### src/hw/rtl/mod_pkg.sv
// Package for the mouth opening detector: widths, pipeline depths and payload types.
// Used by the req and rsp interfaces and all detector modules; depends on nothing.
package mod_pkg;
   localparam int COORD_WIDTH = 16;
   localparam int SQ_WIDTH = 2 * COORD_WIDTH + 1;
   localparam int RAD_WIDTH = SQ_WIDTH + 8;
   localparam int DIST_WIDTH = (RAD_WIDTH + 1) / 2;
   localparam int ROOT_STEPS = DIST_WIDTH;
   localparam int T_WIDTH = DIST_WIDTH + 5;
   localparam int NUM_WIDTH = DIST_WIDTH + 13;
   localparam int QUO_STEPS = NUM_WIDTH;
   localparam int RATIO_WIDTH = 16;
   localparam int NUM_LANES = 4;

   typedef struct packed {
      logic [COORD_WIDTH-1:0] upper_outer_x;
      logic [COORD_WIDTH-1:0] upper_outer_y;
      logic [COORD_WIDTH-1:0] upper_inner_x;
      logic [COORD_WIDTH-1:0] upper_inner_y;
      logic [COORD_WIDTH-1:0] lower_outer_x;
      logic [COORD_WIDTH-1:0] lower_outer_y;
      logic [COORD_WIDTH-1:0] lower_inner_x;
      logic [COORD_WIDTH-1:0] lower_inner_y;
      logic [COORD_WIDTH-1:0] left_corner_x;
      logic [COORD_WIDTH-1:0] left_corner_y;
      logic [COORD_WIDTH-1:0] right_corner_x;
      logic [COORD_WIDTH-1:0] right_corner_y;
   } req_type;

   typedef struct packed {
      logic                   mouth_open;
      logic [RATIO_WIDTH-1:0] open_ratio;
   } rsp_type;
endpackage

### src/hw/rtl/mod_dist_lane.sv
// One distance lane: squares the coordinate differences and takes a pipelined square root.
// Depends on mod_pkg.
module mod_dist_lane (
   input  logic                            clock,
   input  logic                            enable,
   input  logic [mod_pkg::COORD_WIDTH-1:0] ax,
   input  logic [mod_pkg::COORD_WIDTH-1:0] ay,
   input  logic [mod_pkg::COORD_WIDTH-1:0] bx,
   input  logic [mod_pkg::COORD_WIDTH-1:0] by,
   output logic [mod_pkg::DIST_WIDTH-1:0]  distance
);
   import mod_pkg::*;

   logic [COORD_WIDTH-1:0] dx_ff, dy_ff;
   logic [SQ_WIDTH-1:0]    sum_ff;
   logic [2*DIST_WIDTH-1:0] rad_ff [ROOT_STEPS+1];
   logic [DIST_WIDTH+1:0]  rem_ff [ROOT_STEPS+1];
   logic [DIST_WIDTH-1:0]  root_ff [ROOT_STEPS+1];

   always_ff @(posedge clock) begin
      if (enable) begin
         dx_ff <= (ax > bx) ? ax - bx : bx - ax;
         dy_ff <= (ay > by) ? ay - by : by - ay;
         sum_ff <= SQ_WIDTH'({{COORD_WIDTH{1'b0}}, dx_ff} * {{COORD_WIDTH{1'b0}}, dx_ff})
                 + SQ_WIDTH'({{COORD_WIDTH{1'b0}}, dy_ff} * {{COORD_WIDTH{1'b0}}, dy_ff});
      end
   end

   always_comb begin
      rad_ff[0] = (2*DIST_WIDTH)'({sum_ff, 8'd0});
      rem_ff[0] = '0;
      root_ff[0] = '0;
   end

   for (genvar s = 0; s < ROOT_STEPS; s++) begin : g_step
      logic [DIST_WIDTH+1:0] rem_in, trial_in;
      always_comb begin
         rem_in = {rem_ff[s][DIST_WIDTH-1:0], rad_ff[s][2*DIST_WIDTH-1 -: 2]};
         trial_in = {root_ff[s], 2'b01};
      end
      always_ff @(posedge clock) begin
         if (enable) begin
            rad_ff[s+1] <= {rad_ff[s][2*DIST_WIDTH-3:0], 2'b00};
            if (rem_in >= trial_in) begin
               rem_ff[s+1] <= rem_in - trial_in;
               root_ff[s+1] <= {root_ff[s][DIST_WIDTH-2:0], 1'b1};
            end else begin
               rem_ff[s+1] <= rem_in;
               root_ff[s+1] <= {root_ff[s][DIST_WIDTH-2:0], 1'b0};
            end
         end
      end
   end

   assign distance = root_ff[ROOT_STEPS];
endmodule

### config.mk
export PLATFORM = sky130hd
export DESIGN_NAME = mod_dist_lane
export DESIGN_NICKNAME = d
export VERILOG_FILES = /design/src/hw/rtl/mod_pkg.sv /design/src/hw/rtl/mod_dist_lane.sv
export SDC_FILE = /design/constraint.sdc
export NUM_CORES = 2
export LEC_CHECK = 0
export ABC_AREA = 0
export BUFFER_PORTS_ARGS = -buffer_cell sky130_fd_sc_hd__buf_2
export CAP_MARGIN = 20
export CORE_MARGIN = 2
export CORE_UTILIZATION = 58
export CTS_CLUSTER_SIZE = 20
export DETAILED_ROUTE_END_ITERATION = 16
export PLACE_DENSITY = 0.84
export SYNTH_ARGS = -nofsm -noshare
export SYNTH_HDL_FRONTEND = slang
export SYNTH_SLANG_ARGS = --single-unit
### constraint.sdc
create_clock -name clock -period 7.8 [get_ports clock]
set_input_delay 0.39 -clock clock [delete_from_list [all_inputs] [get_ports clock]]
set_output_delay 0.39 -clock clock [all_outputs]
set_load 0.01 [all_outputs]
==> impl_metrics.py <==
metrics = {
    "finish": {
        "syn_to_final_growth_pct": 9.17,
        "n_antenna_cell": 0,
        "finalNetCount": 6655,
        "final_layout_size_suffix_gt1_share_pct": 7.49,
        "fillers": 7831,
        "final_core_util_pct": 63.8,
    },
    "setup_path": {
        "cp-end-kind": "register",
        "cp-start-kind": "register",
        "crit_path_top_delay_cell": "fa_1",
        "crit_required_ps": 8240,
        "critPathKind": "register to register",
        "crit_start": "dy_ff[12]$_DFFE_PP_",
        "cpMostUsedCell": "fa_1",
        "r2r_start": "dy_ff[12]$_DFFE_PP_",
        "path_cells": "buf_4, and2_1, inv_1, fa_1, inv_1, fa_1, inv_1, fa_1, inv_1, fa_1, fa_1, fa_1, fa_1, inv_1, fa_1, inv_1, ha_1, a2111oi_4, o211ai_1, o21a_1, a221o_1, a21boi_2, nor4b_1, a311o_1",
        "arrival_ps": 8000,
        "critPathMaxFanout": 6,
        "slowest_delay_ps": 580,
    },
    "global_route": {
        "grt_max_degree": 195,
        "first_global_vias": 41390,
        "grt.total_usage_pct": 22.3,
        "antenna_found_initial": 0,
        "grt_pass1_wl_um": 201000,
        "overflow": 0,
    },
    "place": {
        "gp_congestion": 0.934,
        "port_buffers": 86,
        "hpwlAfterDp_um": 93000,
    },
    "sta": {
        "holdWs_ps": 191,
        "fin_crit_sh_pct": 96.9,
        "min_period_ps": 7560,
        "worstMarginPinSlew_ps": 1050,
        "slew_viol_final": 0,
        "setup_viol": 0,
        "hold_viol": 0,
        "finalClockSkew_ps": 16.8,
        "max_freq_mhz": 132,
        "relSlewSlack_pct": 29.9,
    },
    "floorplanning": {
        "start_util_pct": 58.5,
        "fp.dieW_um": 333,
        "coreArea_um2": 107000,
        "io_pins": 87,
        "die-height_um": 333,
        "rows": 120,
        "dieArea_um2": 111000,
    },
    "routing": {
        "drc_errors": 0,
        "wl_per_cell_um": 17.1,
        "via_count": 40157,
        "routed_wl_um": 122000,
        "drtIter0Drc": 2701,
        "drtPass1Iterations": 5,
        "drtAntennaViolNets": 0,
        "viasPerCell": 5.60,
    },
    "logic_synthesis": {
        "synthXorXnorAreaFrac_pct": 5.01,
        "synth.top_cell.area_share_pct": 45.3,
        "yosysWarnings": 0,
        "synth_commonest_cells": "960 x inv_1, 945 x edfxtp_1, 507 x ha_1",
        "yosysUniqueCellTypes": 80,
        "avgSynthCellArea_um2": 11.3,
        "synthAdderAreaFrac_pct": 22.8,
        "synth_ff_type": "edfxtp_1",
        "yosysSeqAreaShare_pct": 45.3,
        "synth_edf_count": 945,
        "synthArstFlopShare_pct": 0,
        "synth_seq_cells": 945,
        "yosys-mux-area-fraction_pct": 1.24,
        "synth_cells": 5531,
        "synth_compound_gate_area_share_pct": 9.29,
        "syn_nets": 6499,
        "synth_top_family_by_area": "adder cells",
        "synth-simple-area-share_pct": 9.89,
        "synth.area.top_cells": "edfxtp_1 45%, fa_1 13%, ha_1 10%",
        "yosys.area.top_type": "edfxtp_1",
        "mappedNetlistArea_um2": 62600,
        "synth_most_common_cell": "inv_1",
    },
    "clock_network": {
        "clock-sinks": 945,
        "ctsHoldBuffers": 0,
        "cts_max_path_buffers": 3,
        "cts_tree": "yes",
        "numCtsBuffers": 96,
        "insertion_delay_ps": 680,
        "cts_root_buf": "clkbuf_16",
        "htree_levels": 3,
        "clk_pin_slew_worst_paths_ps": 70,
    },
    "status": {
        "outcome": "finished clean",
    },
    "worst_hold_path": {
        "min_path_type": "input pin to register",
        "hold_path.startpoint": "enable",
    },
    "flow_run": {
        "maxCapViolations": 0,
    },
}
==> metal layers <==
metal,vias up,track usage (%),wire length [um]
met5,-,0,0
met4,0,11.3,6480
met3,347,2.75,4620
met2,1060,41.7,65800
met1,19517,24.9,45400
li1,19233,-,-
==> worst max-delay path, delay by kind of cell (launching register included) <==
| kind | cells | cell delay, ps |
|---|---|---|
| flops | 1 | 470 |
| simple gates | 2 | 230 |
| compound gates | 6 | 1590 |
| fa+ha+maj | 9 | 4520 |
| buf+inv | 7 | 510 |
==> cell usage in the layout (no fill, tap or decap), drive strengths merged, types with 18 or more instances in the layout <==
master,count
inv,968
edfxtp,945
ha,507
fa,395
nand2,365
nor2,286
a21oi,246
o21ai,236
xnor2,199
buf,175
xor2,159
and2,137
clkbuf,114
a21o,111
nor3,87
o21a,61
nand3,60
mux2,51
or3,45
nor4,45
nand2b,44
clkinv,42
nor2b,38
a31oi,37
nand4,34
a211oi,31
o21bai,28
or4,25
and3,24
a21boi,23
o31ai,22
o211ai,21
mux2i,20
or2,18
==> final cells by class <==
class | count | area (um^2) | share of cell area, %
multi-input combinational | 3506 | 30300 | 44.3
timing repair buffer | 177 | 1240 | 1.81
clock buffer | 113 | 2490 | 3.64
inverter | 961 | 3610 | 5.28
tap | 1403 | 1760 | 2.57
clock inverter | 63 | 589 | 0.862
sequential | 945 | 28400 | 41.5
==> stage by stage <==
| stage | instances | setup slack [ps] | area (um^2) | TNS, ps |
|---|---|---|---|---|
| finish | 7168 | 241 | 68300 | 0 |
| global route | 7168 | -47.6 | 68300 | -55.3 |
| CTS | 7148 | 14.2 | 68100 | 0 |
| detailed placement | 6970 | 33.4 | 65000 | 0 |
| global placement | 6970 | 215 | 65000 | 0 |
| floorplan | 5531 | 68.2 | 62600 | 0 |
==> cells by family (layout without fill, tap and decap cells) <==
kind of cell | Yosys count | after routing
simple gates | 1255 | 1255
buf+inv | 1080 | 1314
flops | 945 | 945
compound gates | 919 | 919
fa+ha+maj | 902 | 902
xor+xnor | 358 | 358
mux | 71 | 71
other cells | 1 | 1
==> state kept, by name (all words and copies together) (netlist names) <==
name,count
distance,21
dx_ff,16
dy_ff,16
g_step.rem_in,409
g_step.trial_in,210
rad_ff,240
sum_ff,33
==> worst paths after layout <==
kind / to / slack (ps) / cells past startpoint
hold reg to reg: rad_ff[745]$_DFFE_PP_ / 410 / 0
setup / recovery: sum_ff[29]$_DFFE_PP_ / 240 / 24
setup reg to reg: sum_ff[29]$_DFFE_PP_ / 240 / 24
hold / removal: dx_ff[9]$_DFFE_PP_ / 190 / 1
==> what timing repair did <==
item                       CTS  global route
resized for setup            1            27
setup buffers                2            17
pin swaps                    0            12
setup endpoints to repair    1             6
Power is left out: the tool's default activity adds up to more than one toggle a clock period on the data nets, which glitch-free logic cannot reach.
