[src/hw/rtl/mod_pkg.sv]
// Package for the mouth opening detector: widths, pipeline depths and payload types.
// Used by the req and rsp interfaces and all detector modules; depends on nothing.
package mod_pkg;
   localparam int COORD_WIDTH = 16;
   localparam int SQ_WIDTH = 2 * COORD_WIDTH + 1;
   localparam int RAD_WIDTH = SQ_WIDTH + 8;
   localparam int DIST_WIDTH = (RAD_WIDTH + 1) / 2;
   localparam int ROOT_STEPS = DIST_WIDTH;
   localparam int T_WIDTH = DIST_WIDTH + 5;
   localparam int NUM_WIDTH = DIST_WIDTH + 13;
   localparam int QUO_STEPS = NUM_WIDTH;
   localparam int RATIO_WIDTH = 16;
   localparam int NUM_LANES = 4;

   typedef struct packed {
      logic [COORD_WIDTH-1:0] upper_outer_x;
      logic [COORD_WIDTH-1:0] upper_outer_y;
      logic [COORD_WIDTH-1:0] upper_inner_x;
      logic [COORD_WIDTH-1:0] upper_inner_y;
      logic [COORD_WIDTH-1:0] lower_outer_x;
      logic [COORD_WIDTH-1:0] lower_outer_y;
      logic [COORD_WIDTH-1:0] lower_inner_x;
      logic [COORD_WIDTH-1:0] lower_inner_y;
      logic [COORD_WIDTH-1:0] left_corner_x;
      logic [COORD_WIDTH-1:0] left_corner_y;
      logic [COORD_WIDTH-1:0] right_corner_x;
      logic [COORD_WIDTH-1:0] right_corner_y;
   } req_type;

   typedef struct packed {
      logic                   mouth_open;
      logic [RATIO_WIDTH-1:0] open_ratio;
   } rsp_type;
endpackage

[src/hw/rtl/mod_ratio_merge.sv]
// Merging stage: combines the four lane distances into the capped thickness, then a
// pipelined restoring divider forms the Q8.8 ratio and the open flag. Depends on mod_pkg.
module mod_ratio_merge (
   input  logic                             clock,
   input  logic                             enable,
   input  logic [mod_pkg::DIST_WIDTH-1:0]   d_up,
   input  logic [mod_pkg::DIST_WIDTH-1:0]   d_low,
   input  logic [mod_pkg::DIST_WIDTH-1:0]   d_gap,
   input  logic [mod_pkg::DIST_WIDTH-1:0]   d_cor,
   input  logic [mod_pkg::RATIO_WIDTH-1:0]  threshold,
   output mod_pkg::rsp_type                 result
);
   import mod_pkg::*;

   logic [T_WIDTH-1:0]   div_ff [QUO_STEPS+1];
   logic [NUM_WIDTH-1:0] num_ff [QUO_STEPS+1];
   logic [T_WIDTH:0]     rem_ff [QUO_STEPS+1];
   logic [NUM_WIDTH-1:0] quo_ff [QUO_STEPS+1];
   logic                 nz_ff [QUO_STEPS+1];
   logic [T_WIDTH-1:0]   t_avg, t_cap;
   logic                 sat;

   always_comb begin
      t_avg = T_WIDTH'(9) * T_WIDTH'({1'b0, d_up} + {1'b0, d_low});
      t_cap = T_WIDTH'({d_cor, 2'b00});
      rem_ff[0] = '0;
      quo_ff[0] = '0;
   end

   always_ff @(posedge clock) begin
      if (enable) begin
         div_ff[0] <= (t_cap < t_avg) ? t_cap : t_avg;
         num_ff[0] <= NUM_WIDTH'(d_gap) * NUM_WIDTH'(4608);
         nz_ff[0] <= d_gap != '0;
      end
   end

   for (genvar s = 0; s < QUO_STEPS; s++) begin : g_step
      logic [T_WIDTH:0] rem_in;
      always_comb rem_in = {rem_ff[s][T_WIDTH-1:0], num_ff[s][NUM_WIDTH-1]};
      always_ff @(posedge clock) begin
         if (enable) begin
            div_ff[s+1] <= div_ff[s];
            nz_ff[s+1] <= nz_ff[s];
            num_ff[s+1] <= {num_ff[s][NUM_WIDTH-2:0], 1'b0};
            if (rem_in >= {1'b0, div_ff[s]}) begin
               rem_ff[s+1] <= rem_in - {1'b0, div_ff[s]};
               quo_ff[s+1] <= {quo_ff[s][NUM_WIDTH-2:0], 1'b1};
            end else begin
               rem_ff[s+1] <= rem_in;
               quo_ff[s+1] <= {quo_ff[s][NUM_WIDTH-2:0], 1'b0};
            end
         end
      end
   end

   always_comb begin
      sat = quo_ff[QUO_STEPS][NUM_WIDTH-1:RATIO_WIDTH] != '0;
      if (div_ff[QUO_STEPS] == '0) begin
         result.mouth_open = nz_ff[QUO_STEPS];
         result.open_ratio = nz_ff[QUO_STEPS] ? '1 : '0;
      end else begin
         result.mouth_open = sat || (quo_ff[QUO_STEPS][RATIO_WIDTH-1:0] > threshold);
         result.open_ratio = sat ? '1 : quo_ff[QUO_STEPS][RATIO_WIDTH-1:0];
      end
   end
endmodule

[config.mk]
export PLATFORM = sky130hd
export DESIGN_NAME = mod_ratio_merge
export DESIGN_NICKNAME = d
export VERILOG_FILES = /design/src/hw/rtl/mod_pkg.sv /design/src/hw/rtl/mod_ratio_merge.sv
export SDC_FILE = /design/constraint.sdc
export NUM_CORES = 2
export LEC_CHECK = 0
export BUFFER_PORTS_ARGS = -buffer_cell sky130_fd_sc_hd__buf_2
export CAP_MARGIN = 10
export CORE_MARGIN = 8
export CORE_UTILIZATION = 37
export CTS_CLUSTER_SIZE = 12
export DETAILED_ROUTE_END_ITERATION = 7
export PLACE_DENSITY = 0.55
export SLEW_MARGIN = 5
export SYNTH_ARGS = -nofsm -noshare
export SYNTH_HDL_FRONTEND = slang
export SYNTH_SLANG_ARGS = --single-unit
[constraint.sdc]
create_clock -name clock -period 11.45 [get_ports clock]
set_input_delay 1.7175 -clock clock [delete_from_list [all_inputs] [get_ports clock]]
set_output_delay 1.7175 -clock clock [all_outputs]
set_load 0.05 [all_outputs]
==> flow_metrics.tcl <==
set metrics [dict create \
    outcome "completed" \
    critPathArrivalTime_ns 8.04 \
    synth_top_cells_by_area "edfxtp_1 59%, ha_1 8.8%, inv_1 3.2%, a21oi_1 2.9%, xnor2_1 2.8%" \
    fmax_mhz 135 \
    synth_edf_count 2723 \
    io_buffer_count 118 \
    post_cts_buffers 0 \
    grt_pass1_wl_um 487000 \
    post-dp-hpwl_um 229000 \
    root_buffer "clkbuf_16" \
    ir_drop_v 0.000127 \
    yosysUniqueCellTypes 113 \
    maxSlewHeadroom 0.212 \
    vias 86589 \
    ant_nets 0 \
    dieArea_mm2 0.396 \
    synthCells 11259 \
    period_share 0.645 \
    syn-mean-instance-area_um2 12.3 \
    gp_congestion 0.882 \
    dp_cells 16251 \
    p_int_uw 27400 \
    cts_sinks 2723 \
    cts_hold_buf 0 \
    coreArea_mm2 0.375 \
    final_cells 16804 \
    worstMarginPinSlew_ns 1.18 \
    cts_max_level 5 \
    synth_warnings 0 \
    critPathMostFrequentCell "a21oi_1" \
    nNetsFinal 12694 \
    viasPerCell 5.15 \
    power_frac_comb 0.409 \
    dr.pass1.iters 6 \
    path_clk_slew_ns 0.06 \
    worst_skew_pair.late_latency_ns 0.90 \
    synth_top_area_frac 0.588 \
    ioPinCount 119 \
    switching_share 0.359 \
    cpPeakStageDelay_ns 0.38 \
    min_path_type "reg -> reg" \
    synthFlopType "edfxtp_1" \
    max-cap-violations 0 \
    fin_crit_ns 7.39 \
    die_w_um 629 \
    drc 0 \
    ys_ff_latch 2723 \
    grt_usage 0.151 \
    ctsResizeCount 0 \
    power.switching_uw 15300 \
    grt.overflow.total 0 \
    layout_common_cells "2723 x edfxtp_1, 1189 x inv_1, 981 x ha_1" \
    crit_buf_inv 2 \
    layout_commonest_cell "edfxtp_1" \
    setup_violations 0 \
    cp_max_fo 23 \
    cts_buffers 315 \
    synth_async_sr_flop_share 0 \
    seqPwrFrac 0.364 \
    power_frac_clock 0.227 \
    rsz0062_at_grt "no" \
    drtIter0Drc 6985 \
    synth_area_leader_cell "edfxtp_1" \
    grt_pass1_vias 85415 \
    cts_tree "done" \
    initial_core_util 0.371 \
    wl_per_cell_um 18.6 \
    start_kind "input pin" \
    p_per_area_mw_per_mm2 275 \
    grt_start_max_net_pins 193 \
    cp-end-kind "flop" \
    hold_violations 0 \
    leakage_uw 0.0618 \
    final_core_util 0.415 \
    wl_um 312000 \
    row_count 225 \
    die_h_um 629 \
    area_delta_synth_final_pct 11.9 \
    cts_buffer_depth 4 \
    tns_ns 0 \
    synth_area_mm2 0.139 \
    antenna_found_initial 19 \
    finClkSkew_ns 0.0333 \
    cp_top_family "compound AO/OA/AOI/OAI gates" \
    crit_required_ns 12.10 \
    drv_slew 0 \
    path_class "in -> reg" \
    cp_slowest_cell "buf_4" \
    ys_seq_area_frac 0.588 \
    drive_above_1_share 0.0861 \
]
==> synthesized netlist by cell type, types with 35 or more instances <==
master,n
buf_2,56
o21bai_1,96
o31ai_1,61
edfxtp_1,2723
and2_1,37
ha_1,981
a31oi_1,78
nor2b_1,144
clkbuf_1,98
a21oi_1,796
or2_2,44
xnor2_1,445
xor2_1,254
inv_1,1189
nand3_1,185
nor2_1,624
nor4_1,60
nand2_1,652
nand4_1,126
nand2b_1,131
o211ai_1,36
o21ai_1,36
and3_1,82
o21ai_0,618
o21a_1,153
mux2i_1,54
fa_1,35
a21boi_0,50
a211oi_1,78
nor3_1,175
or3_1,47
a21o_1,374
mux2_2,227
==> flip-flops by register name, summed over array words and instances (netlist names) <==
name / cells
num_ff: 325
div_ff: 910
nz_ff: 35
quo_ff: 595
g_step.rem_in: 858
==> kinds of logic after synthesis <==
logic type / share of synthesized area
compound gates: 0.123
xor+xnor: 0.0442
fa+ha+maj: 0.0934
buf+inv: 0.0385
flops: 0.588
mux: 0.0284
other cells: 0.0000270
simple gates: 0.0839
==> power groups by stage <==
stage               Sequential [uW]  Clock [uW]  Combinational [uW]
finish                        15600        9700               17500
CTS                           15600       10000               17500
global route                  15800       10400               19500
floorplan                     15000           0               13400
global placement              15800           0               17000
detailed placement            15800           0               17300
==> final timing paths <==
path	end	slack, ns	from	cells after the start
max	div_ff[0][3]$_DFFE_PP_	4.06	d_up[3]	29
min	quo_ff[480]$_DFFE_PP_	0.41	quo_ff[513]$_DFFE_PP_	0
max reg2reg	g_step[12].rem_in[23]$_DFFE_PP_	7.13	g_step[11].rem_in[1]$_DFFE_PP_	12
min reg2reg	quo_ff[480]$_DFFE_PP_	0.41	quo_ff[513]$_DFFE_PP_	0
==> worst register-to-register path, stage by stage (launching register included) <==
cell and delay, ns:
edfxtp_1 0.46, ha_1 0.37, nor2b_1 0.14, o21a_1 0.18, o21ai_1 0.23, a21oi_1 0.15
nor3b_1 0.20, o211a_1 0.33, a221o_1 0.51, a211oi_4 0.54, buf_4 0.43, inv_2 0.19
mux2_1 0.35
==> stage by stage <==
step           hold slack [ns]  worst slack (ns)  total power, uW  instance area (um2)
3_3_place_gp             0.400              2.85            32800               146000
5_1_grt                  0.397              3.28            45700               156000
3_5_place_dp             0.405              3.06            33100               146000
6_report                 0.408              4.06            42700               156000
2_1_floorplan            0.400              4.51            28400               139000
4_1_cts                  0.405              4.04            43100               156000
==> metal layers <==
| layer | routed length, um | GRT usage |
|---|---|---|
| met5 | 13 | 0 |
| met4 | 7540 | 0.0386 |
| met3 | 13900 | 0.0198 |
| met2 | 143000 | 0.247 |
| met1 | 148000 | 0.214 |
==> layout make-up <==
type	instances	area (um2)
multi-input combinational	7165	52000
inverter	1193	4480
sequential	2723	81800
antenna	4	10.0
timing repair buffer	178	1210
clock inverter	169	1630
fill	34562	219000
clock buffer	378	8200
tap	4994	6250
No activity file was read; power rests on OpenSTA's default activity.
